$ cat config.mk
export PLATFORM = sky130hd
export DESIGN_NAME = online_mean_variance_stderr
export DESIGN_NICKNAME = d
export VERILOG_FILES = /design/src/rtl/omvs_pkg.sv /design/src/rtl/omvs_div.sv /design/src/rtl/omvs_sqrt.sv /design/src/rtl/omvs_mul.sv /design/src/rtl/online_mean_variance_stderr.sv
export SDC_FILE = /design/constraint.sdc
export NUM_CORES = 2
export LEC_CHECK = 0
export BUFFER_PORTS_ARGS = -buffer_cell sky130_fd_sc_hd__buf_2
export CORE_MARGIN = 2
export CORE_UTILIZATION = 40
export DETAILED_ROUTE_END_ITERATION = 8
export PLACE_DENSITY = 0.57
export REMOVE_ABC_BUFFERS = 1
export SLEW_MARGIN = 20
export SYNTH_ARGS = -nofsm -noshare
export SYNTH_HDL_FRONTEND = slang
export SYNTH_HIERARCHICAL = 1
export SYNTH_SLANG_ARGS = --single-unit
$ cat constraint.sdc
create_clock -name clock -period 22.2 [get_ports clock]
set_clock_uncertainty 0.05 [all_clocks]
set_input_delay 1.11 -clock clock [delete_from_list [all_inputs] [get_ports clock]]
set_output_delay 1.11 -clock clock [all_outputs]
set_load 0.1 [all_outputs]
$ cat src/rtl/omvs_pkg.sv
// ----------------------------------------------------------------------------
// omvs_pkg
// Shared constants and types for the online mean/variance/stderr block.
// ----------------------------------------------------------------------------
`default_nettype none
package omvs_pkg;
   localparam int FRAC_BITS_DEF    = 16;
   localparam int SAMPLE_WIDTH_DEF = 32;
   localparam int CNT_W  = 32;
   localparam int M2_W   = 64;
   localparam int VAR_W  = 48;
   localparam int SE_W   = 32;
   localparam int OUT_W  = 32;

   // divider command and status
   typedef struct packed {
      logic        start;
      logic [63:0] dividend;
      logic [32:0] divisor;
   } div_cmd_type;

   typedef struct packed {
      logic        done;
      logic [63:0] quotient;
   } div_sts_type;
endpackage
`default_nettype wire

$ cat src/rtl/omvs_div.sv
// ----------------------------------------------------------------------------
// omvs_div
// Shared restoring divider, one quotient bit per cycle.
// ----------------------------------------------------------------------------
`default_nettype none
module omvs_div
   import omvs_pkg::*;
(
   input  wire         clock,
   input  wire         reset,
   input  div_cmd_type cmd,
   output div_sts_type sts
);
   logic [63:0] quo_ff, quo_in;
   logic [32:0] rem_ff, rem_in;
   logic [32:0] dsr_ff, dsr_in;
   logic [6:0]  cnt_ff, cnt_in;
   logic        busy_ff, busy_in;
   logic        done_ff, done_in;
   logic [33:0] trial;

   always_comb begin
      quo_in  = quo_ff;
      rem_in  = rem_ff;
      dsr_in  = dsr_ff;
      cnt_in  = cnt_ff;
      busy_in = busy_ff;
      done_in = 1'b0;
      trial   = {rem_ff, quo_ff[63]} - {1'b0, dsr_ff};
      if (cmd.start) begin
         quo_in  = cmd.dividend;
         rem_in  = '0;
         dsr_in  = cmd.divisor;
         cnt_in  = '0;
         busy_in = 1'b1;
      end else if (busy_ff) begin
         if (!trial[33]) begin
            rem_in = trial[32:0];
            quo_in = {quo_ff[62:0], 1'b1};
         end else begin
            rem_in = {rem_ff[31:0], quo_ff[63]};
            quo_in = {quo_ff[62:0], 1'b0};
         end
         cnt_in = cnt_ff + 7'd1;
         if (cnt_ff == 7'd63) begin
            busy_in = 1'b0;
            done_in = 1'b1;
         end
      end
   end

   always_ff @(posedge clock) begin
      if (reset) begin
         busy_ff <= 1'b0;
         done_ff <= 1'b0;
         cnt_ff  <= '0;
      end else begin
         busy_ff <= busy_in;
         done_ff <= done_in;
         cnt_ff  <= cnt_in;
      end
      quo_ff <= quo_in;
      rem_ff <= rem_in;
      dsr_ff <= dsr_in;
   end

   assign sts.done     = done_ff;
   assign sts.quotient = quo_ff;
endmodule
`default_nettype wire

$ cat src/rtl/omvs_sqrt.sv
// ----------------------------------------------------------------------------
// omvs_sqrt
// Digit-by-digit integer square root of a 64-bit value.
// ----------------------------------------------------------------------------
`default_nettype none
module omvs_sqrt
   import omvs_pkg::*;
(
   input  wire         clock,
   input  wire         reset,
   input  wire         start,
   input  wire  [63:0] radicand,
   output logic        done,
   output logic [31:0] root
);
   logic [63:0] val_ff, val_in;
   logic [33:0] rem_ff, rem_in;
   logic [31:0] root_ff, root_in;
   logic [5:0]  cnt_ff, cnt_in;
   logic        busy_ff, busy_in;
   logic        done_ff, done_in;
   logic [33:0] shifted;
   logic [33:0] trial;

   always_comb begin
      val_in  = val_ff;
      rem_in  = rem_ff;
      root_in = root_ff;
      cnt_in  = cnt_ff;
      busy_in = busy_ff;
      done_in = 1'b0;
      shifted = {rem_ff[31:0], val_ff[63:62]};
      trial   = shifted - {root_ff, 2'b01};
      if (start) begin
         val_in  = radicand;
         rem_in  = '0;
         root_in = '0;
         cnt_in  = '0;
         busy_in = 1'b1;
      end else if (busy_ff) begin
         val_in = {val_ff[61:0], 2'b00};
         if (shifted >= {root_ff, 2'b01}) begin
            rem_in  = trial;
            root_in = {root_ff[30:0], 1'b1};
         end else begin
            rem_in  = shifted;
            root_in = {root_ff[30:0], 1'b0};
         end
         cnt_in = cnt_ff + 6'd1;
         if (cnt_ff == 6'd31) begin
            busy_in = 1'b0;
            done_in = 1'b1;
         end
      end
   end

   always_ff @(posedge clock) begin
      if (reset) begin
         busy_ff <= 1'b0;
         done_ff <= 1'b0;
         cnt_ff  <= '0;
      end else begin
         busy_ff <= busy_in;
         done_ff <= done_in;
         cnt_ff  <= cnt_in;
      end
      val_ff  <= val_in;
      rem_ff  <= rem_in;
      root_ff <= root_in;
   end

   assign done = done_ff;
   assign root = root_ff;
endmodule
`default_nettype wire

$ cat src/rtl/omvs_mul.sv
// ----------------------------------------------------------------------------
// omvs_mul
// 64x64 product shifted right by FRAC_BITS with saturation, built from four
// 32x32 partial products, one per cycle.
// ----------------------------------------------------------------------------
`default_nettype none
module omvs_mul
   import omvs_pkg::*;
#(
   parameter int FRAC_BITS = FRAC_BITS_DEF
)(
   input  wire         clock,
   input  wire         reset,
   input  wire         start,
   input  wire  [63:0] op_a,
   input  wire  [63:0] op_b,
   output logic        done,
   output logic [63:0] result
);
   logic [63:0]  a_ff, a_in, b_ff, b_in;
   logic [127:0] acc_ff, acc_in;
   logic [2:0]   cnt_ff, cnt_in;
   logic         busy_ff, busy_in, done_ff, done_in;
   logic [31:0]  pa, pb;
   logic [63:0]  prod_ff;
   logic [1:0]   sel_ff;
   logic         add_ff;
   logic [127:0] shifted;

   always_comb begin
      pa = cnt_ff[1] ? a_ff[63:32] : a_ff[31:0];
      pb = cnt_ff[0] ? b_ff[63:32] : b_ff[31:0];
      a_in = a_ff;
      b_in = b_ff;
      acc_in = acc_ff;
      cnt_in = cnt_ff;
      busy_in = busy_ff;
      done_in = 1'b0;
      if (add_ff)
         acc_in = acc_ff + ({64'd0, prod_ff} << (7'd32 * ({5'd0, sel_ff[1]} + {5'd0, sel_ff[0]})));
      if (start) begin
         a_in = op_a;
         b_in = op_b;
         acc_in = '0;
         cnt_in = '0;
         busy_in = 1'b1;
      end else if (busy_ff) begin
         cnt_in = cnt_ff + 3'd1;
         if (cnt_ff == 3'd4) begin
            busy_in = 1'b0;
            done_in = 1'b1;
         end
      end
   end

   always_ff @(posedge clock) begin
      if (reset) begin
         busy_ff <= 1'b0;
         done_ff <= 1'b0;
         add_ff  <= 1'b0;
         cnt_ff  <= '0;
      end else begin
         busy_ff <= busy_in;
         done_ff <= done_in;
         add_ff  <= busy_ff && !cnt_ff[2] && !start;
         cnt_ff  <= cnt_in;
      end
      prod_ff <= pa * pb;
      sel_ff  <= cnt_ff[1:0];
      a_ff    <= a_in;
      b_ff    <= b_in;
      acc_ff  <= acc_in;
   end

   assign shifted = acc_ff >> FRAC_BITS;
   assign done    = done_ff;
   assign result  = (shifted[127:64] != '0) ? '1 : shifted[63:0];
endmodule
`default_nettype wire

$ cat src/rtl/online_mean_variance_stderr.sv
// ----------------------------------------------------------------------------
// online_mean_variance_stderr
// Welford running mean, sample variance and standard error accumulator.
// ----------------------------------------------------------------------------
// Usage: one signed sample per request on the req_ stream (req_tdata). For
// each request one result leaves on the rsp_ stream: count, mean, variance,
// standard error and a valid flag (count >= 2).
// The time from an accepted request to rsp_tvalid is set by the shared
// one-bit-per-cycle divider, used for the mean step and, once two samples
// are in, for M2/(n-1) and variance/n, by the four partial products of the
// multiplier and by the square root, which is skipped (standard error
// saturates) when variance/n is too large. The block takes one request at a time.
// req_tready is high only when no sample is in work and the result register
// is empty. A stalled receiver holds the result in rsp_tdata; the next
// request is taken the cycle after it leaves.
// Reset (synchronous, high) clears count, mean and M2 to zero.
// ----------------------------------------------------------------------------
`default_nettype none
module online_mean_variance_stderr
   import omvs_pkg::*;
#(
   parameter int FRAC_BITS    = FRAC_BITS_DEF,
   parameter int SAMPLE_WIDTH = SAMPLE_WIDTH_DEF
)(
   input  wire          clock,
   input  wire          reset,
   input  wire          req_tvalid,
   output logic         req_tready,
   input  wire  [31:0]  req_tdata,   // [31:0] sample
   output logic         rsp_tvalid,
   input  wire          rsp_tready,
   output logic [143:0] rsp_tdata,   // [31:0] sample_count, [63:32] running_mean,
                                     // [111:64] sample_variance, [143:112] standard_error
   output logic         rsp_tuser    // stats_valid
);
   localparam logic [3:0] ST_IDLE = 4'd0, ST_MDIV = 4'd1, ST_MWAIT = 4'd2,
      ST_MUL = 4'd3, ST_MULW = 4'd4, ST_VDIV = 4'd5, ST_VWAIT = 4'd6,
      ST_SDIV = 4'd7, ST_SWAIT = 4'd8, ST_SQ = 4'd9, ST_SQW = 4'd10, ST_OUT = 4'd11;

   logic [3:0]  st_ff, st_in;
   logic [CNT_W-1:0] cnt_ff, cnt_in;
   logic signed [SAMPLE_WIDTH-1:0] mean_ff, mean_in;
   logic [M2_W-1:0] m2_ff, m2_in;
   logic signed [SAMPLE_WIDTH:0] x_ff, x_in, delta_ff, delta_in;
   logic [VAR_W-1:0] var_ff, var_in;
   logic [SE_W-1:0]  se_ff, se_in;
   logic rv_ff, rv_in;
   logic [143:0] rd_ff, rd_in;
   logic ru_ff, ru_in;

   div_cmd_type dcmd;
   div_sts_type dsts;
   logic mstart, mdone, sstart, sdone;
   logic [63:0] mop_a, mop_b, mres, sqin;
   logic [31:0] sroot;

   logic signed [SAMPLE_WIDTH:0] xs, e2, mag_d, mag_e, qs;
   logic signed [SAMPLE_WIDTH-1:0] newmean;
   logic [64:0] m2sum;
   logic term_ok;

   omvs_div u_div (.clock(clock), .reset(reset), .cmd(dcmd), .sts(dsts));
   omvs_mul #(.FRAC_BITS(FRAC_BITS)) u_mul (.clock(clock), .reset(reset),
      .start(mstart), .op_a(mop_a), .op_b(mop_b), .done(mdone), .result(mres));
   omvs_sqrt u_sqrt (.clock(clock), .reset(reset), .start(sstart),
      .radicand(sqin), .done(sdone), .root(sroot));

   always_comb begin
      xs     = (SAMPLE_WIDTH+1)'(signed'(req_tdata[SAMPLE_WIDTH-1:0]));
      mag_d  = delta_ff[SAMPLE_WIDTH] ? -delta_ff : delta_ff;
      qs     = (SAMPLE_WIDTH+1)'(dsts.quotient);
      newmean = SAMPLE_WIDTH'(delta_ff[SAMPLE_WIDTH] ?
                  ((SAMPLE_WIDTH+1)'(mean_ff) - qs) : ((SAMPLE_WIDTH+1)'(mean_ff) + qs));
      e2     = x_ff - (SAMPLE_WIDTH+1)'(mean_ff);
      mag_e  = e2[SAMPLE_WIDTH] ? -e2 : e2;
      term_ok = (delta_ff[SAMPLE_WIDTH] == e2[SAMPLE_WIDTH]) || (delta_ff == '0) || (e2 == '0);
      m2sum  = {1'b0, m2_ff} + {1'b0, mres};

      st_in = st_ff; cnt_in = cnt_ff; mean_in = mean_ff; m2_in = m2_ff;
      x_in = x_ff; delta_in = delta_ff; var_in = var_ff; se_in = se_ff;
      rv_in = rv_ff; rd_in = rd_ff; ru_in = ru_ff;
      dcmd = '0; mstart = 1'b0; sstart = 1'b0;
      mop_a = 64'(unsigned'(mag_d)); mop_b = 64'(unsigned'(mag_e));
      sqin = 64'(dsts.quotient) << FRAC_BITS;

      if (rv_ff && rsp_tready) rv_in = 1'b0;

      case (st_ff)
         ST_IDLE: begin
            if (req_tvalid && req_tready) begin
               x_in     = xs;
               delta_in = xs - (SAMPLE_WIDTH+1)'(mean_ff);
               if (cnt_ff != '1) cnt_in = cnt_ff + 1'b1;
               st_in = ST_MDIV;
            end
         end
         ST_MDIV: begin
            dcmd.start = 1'b1;
            dcmd.dividend = 64'(unsigned'(mag_d));
            dcmd.divisor = {1'b0, cnt_ff};
            st_in = ST_MWAIT;
         end
         ST_MWAIT: if (dsts.done) begin
            mean_in = newmean;
            st_in = ST_MUL;
         end
         ST_MUL: begin
            mstart = 1'b1;
            st_in = ST_MULW;
         end
         ST_MULW: if (mdone) begin
            if (term_ok) m2_in = m2sum[64] ? '1 : m2sum[63:0];
            var_in = '0; se_in = '0;
            st_in = (cnt_ff >= 2) ? ST_VDIV : ST_OUT;
         end
         ST_VDIV: begin
            dcmd.start = 1'b1;
            dcmd.dividend = m2_ff;
            dcmd.divisor = {1'b0, cnt_ff - 1'b1};
            st_in = ST_VWAIT;
         end
         ST_VWAIT: if (dsts.done) begin
            var_in = (dsts.quotient[63:48] != '0) ? '1 : dsts.quotient[47:0];
            st_in = ST_SDIV;
         end
         ST_SDIV: begin
            dcmd.start = 1'b1;
            dcmd.dividend = 64'(var_ff);
            dcmd.divisor = {1'b0, cnt_ff};
            st_in = ST_SWAIT;
         end
         ST_SWAIT: if (dsts.done) begin
            if ((dsts.quotient >> (64 - FRAC_BITS)) != '0) begin
               se_in = '1;
               st_in = ST_OUT;
            end else begin
               st_in = ST_SQ;
            end
         end
         ST_SQ: begin
            sstart = 1'b1;
            st_in = ST_SQW;
         end
         ST_SQW: if (sdone) begin
            se_in = sroot;
            st_in = ST_OUT;
         end
         ST_OUT: if (!rv_ff) begin
            rv_in = 1'b1;
            rd_in = {se_ff, var_ff, 32'(mean_ff), cnt_ff};
            ru_in = (cnt_ff >= 2);
            st_in = ST_IDLE;
         end
         default: st_in = ST_IDLE;
      endcase
   end

   always_ff @(posedge clock) begin
      if (reset) begin
         st_ff   <= ST_IDLE;
         cnt_ff  <= '0;
         mean_ff <= '0;
         m2_ff   <= '0;
         rv_ff   <= 1'b0;
      end else begin
         st_ff   <= st_in;
         cnt_ff  <= cnt_in;
         mean_ff <= mean_in;
         m2_ff   <= m2_in;
         rv_ff   <= rv_in;
      end
      x_ff     <= x_in;
      delta_ff <= delta_in;
      var_ff   <= var_in;
      se_ff    <= se_in;
      rd_ff    <= rd_in;
      ru_ff    <= ru_in;
   end

   assign req_tready = (st_ff == ST_IDLE) && !rv_ff;
   assign rsp_tvalid = rv_ff;
   assign rsp_tdata  = rd_ff;
   assign rsp_tuser  = ru_ff;

   a_count_step: assert property (@(posedge clock) disable iff (reset)
      (req_tvalid && req_tready && cnt_ff != '1) |=> (cnt_ff == $past(cnt_ff) + 1'b1))
      else $error("count did not advance");
   a_busy: assert property (@(posedge clock) disable iff (reset)
      (st_ff != ST_IDLE) |-> !req_tready)
      else $error("ready while busy");
   a_valid_flag: assert property (@(posedge clock) disable iff (reset)
      (rsp_tvalid && !rsp_tuser) |-> (rsp_tdata[111:64] == '0))
      else $error("variance without valid");
endmodule
`default_nettype wire
==> run summary <==
Rows: 179
CTS tree: done
Number of flops mapped to enable cells by yosys: 579
Post-CTS Setup Bufs: 0
FILL cells: 23100
Initial antenna violation count: 12
Die X: 492 um
Ports: 183
Clock buffer depth: 3
Sequential area share after synthesis: 0.277
DRT Wirelength: 332000 um
WHS Path Cells: 0
Period minus WS final: 10020 ps
Detail Route Antenna Nets: 0
Setup TNS: 0 ps
Total GRT Usage: 0.270
Root Buffer: clkbuf_16
H-tree Lvls: 4
Nets: 12000
Crit-path max cell delay: 820 ps
Rel. slew slack: 0.162
PortBufs: 182
Post-DP HPWL: 258000 um
Yosys warning count: 6
Vias after detailed routing: 76600
Detail-routed via count per cell: 5.59
DRC Markers: 0
Starting Density: 0.401
Max Slew Vio Count: 0
Max frequency: 0.0998 GHz
Status: finished, final reports clean
Final setup fails: 0
Area grow syn2layout: 9.31%
Slowest CP cell: mux2i_4
RSZ-0062 raised after global routing: no
Final period util: 0.451
Critical Path RT: 22830 ps
Crit path depth: 28
DIE AREA: 242000 um2
FF+latch count, synth: 1026
Die Y: 492 um
Sequential cell area: 26300 um2
Hold Buf Count CTS: 0
Crit path buf inv count: 5
Worst reg-to-reg setup slack: 12180 ps
Worst slew pin tran: 1240 ps
Post-CTS resize count: 0
Initial DRC Count: 6708
CP Capture Type: flop
First-pass GRT wire length: 493000 um
Layout cells sized above 1: 0.0888
Placer Congestion: 0.958
DR pass1 iterations: 6
CP dominant cell by count: fa_1
Total gr overflow: 0
Prevailing post-synth register cell: edfxtp_1
Final hold violation count: 0
Core Area: 237000 um2
Most frequent cells in the layout: inv_1, nor2_1, nand2_1
CP delay by family, top: adder cells
DR WL/cell: 24.2 um
Synth async-reset ratio: 0
Type of the tightest min-delay check: reg -> reg
Maxcap violations: 0
Mapped cell area: 95200 um2
Clock-pin slew on the worst setup and hold paths: 60 ps
Post-Syn Instances: 10400
Largest net degree at the start of global routing: 72
TritonCTS Buffers: 130
Arrival time worst endpoint: 10650 ps
Clock network latency to the later pin of the worst-skew pair: 820 ps
Mapped Avg Cell Area: 9.15 um2
Startpoint types: flop
Commonest non-fill, non-tap cell in the layout: inv_1
CTS sink cnt: 1026
Vias in the first global route: 76800
Critical path peak fanout: 51
R2R cell count: 28
Worst Setup Path Type: reg -> reg
Synth cell types: 128
Area of the multi-input gates: 63000 um2
-- area by class of cell --
class / instances / area share
Sequential cell: 1026 / 0.253
Tap cell: 3167 / 0.0381
Clock inverter: 72 / 0.00777
Clock buffer: 167 / 0.0341
Multi-Input combinational cell: 7749 / 0.605
Timing Repair Buffer: 315 / 0.0185
Inverter: 1198 / 0.0432
Antenna cell: 6 / 0.000144
-- metrics by stage --
stage	instances	instance area [um2]	setup WS, ps	hold slack (ps)	util
6_report	13700	104000	12180	346	0.439
3_5_place_dp	13500	99700	11960	356	0.420
2_1_floorplan	9973	93400	7920	350	-
3_3_place_gp	13500	99700	12030	355	0.420
4_1_cts	13700	104000	11950	336	0.439
5_1_grt	13700	104000	11830	362	0.439
-- state kept, by name, summed over array words and instances, names as in the netlist, 48 cells and up --
name           cells
u_mul/b_ff        64
rsp_tdata        144
u_mul/prod_ff     64
u_div/quo_ff      64
u_sqrt/val_ff     64
m2_ff             64
u_mul/a_ff        64
u_mul/acc_ff     128
var_ff            48
-- cells by family after synthesis --
| group | Yosys count | share of synthesized area |
|---|---|---|
| simple gates | 3117 | 0.146 |
| compound gates | 2138 | 0.147 |
| buf+inv | 1704 | 0.0690 |
| fa+ha+maj | 1530 | 0.272 |
| flops | 1026 | 0.277 |
| xor+xnor | 483 | 0.0444 |
| mux | 402 | 0.0448 |
| other cells | 1 | 0.0000394 |
-- synth_stat cells (36+ instances only) --
master	instances	area, um2
inv_1	1196	4490
nor2_1	1192	4470
nand2_1	1027	3850
fa_1	902	18100
a21oi_1	636	3180
ha_1	628	7860
edfxtp_1	579	17400
dfxtp_1	447	8950
o21ai_0	433	2170
clkbuf_1	422	1580
xnor2_1	296	2590
a21o_1	256	1920
mux2i_1	211	2110
xor2_1	187	1640
mux2_2	182	2050
nand2b_1	127	795
nand4_1	126	788
nor3_1	106	531
o21a_1	100	751
nand3_1	98	490
nor2b_1	81	507
o21bai_1	79	593
and2_1	76	475
and3_1	72	450
a211oi_1	71	533
a31oi_1	57	357
a22o_1	56	490
or3_1	47	294
nor4_1	45	282
a22oi_1	39	293
o21ai_1	39	195
o31ai_1	39	293
a21oi_2	36	315
o211ai_1	36	270
-- metal layers --
layer | routed length [um] | GRT usage
met5 | 45 | 0
met4 | 17200 | 0.122
met3 | 24100 | 0.0514
met2 | 149000 | 0.425
met1 | 142000 | 0.361
-- worst paths after layout --
kind	start	endpoint
hold reg to reg	se_ff[2]	rsp_tdata[114]
hold / removal	se_ff[2]	rsp_tdata[114]
setup / recovery	u_mul/cnt_ff[0]	u_mul/prod_ff[60]
setup reg to reg	u_mul/cnt_ff[0]	u_mul/prod_ff[60]
-- worst register-to-register path: cells and delay by family (launching register included) --
kind                     cells  cell delay (ps)
adder cells (fa/ha/maj)      9             4580
AO/OA/AOI/OAI               11             2620
buffers and inverters        5              970
multiplexers                 1              920
flip-flops                   1              500
XOR/XNOR                     1              150
AND/OR/NAND/NOR              1              140
Power is left out: the tool's default activity adds up to more than one toggle a clock period on the data nets, which glitch-free logic cannot reach.
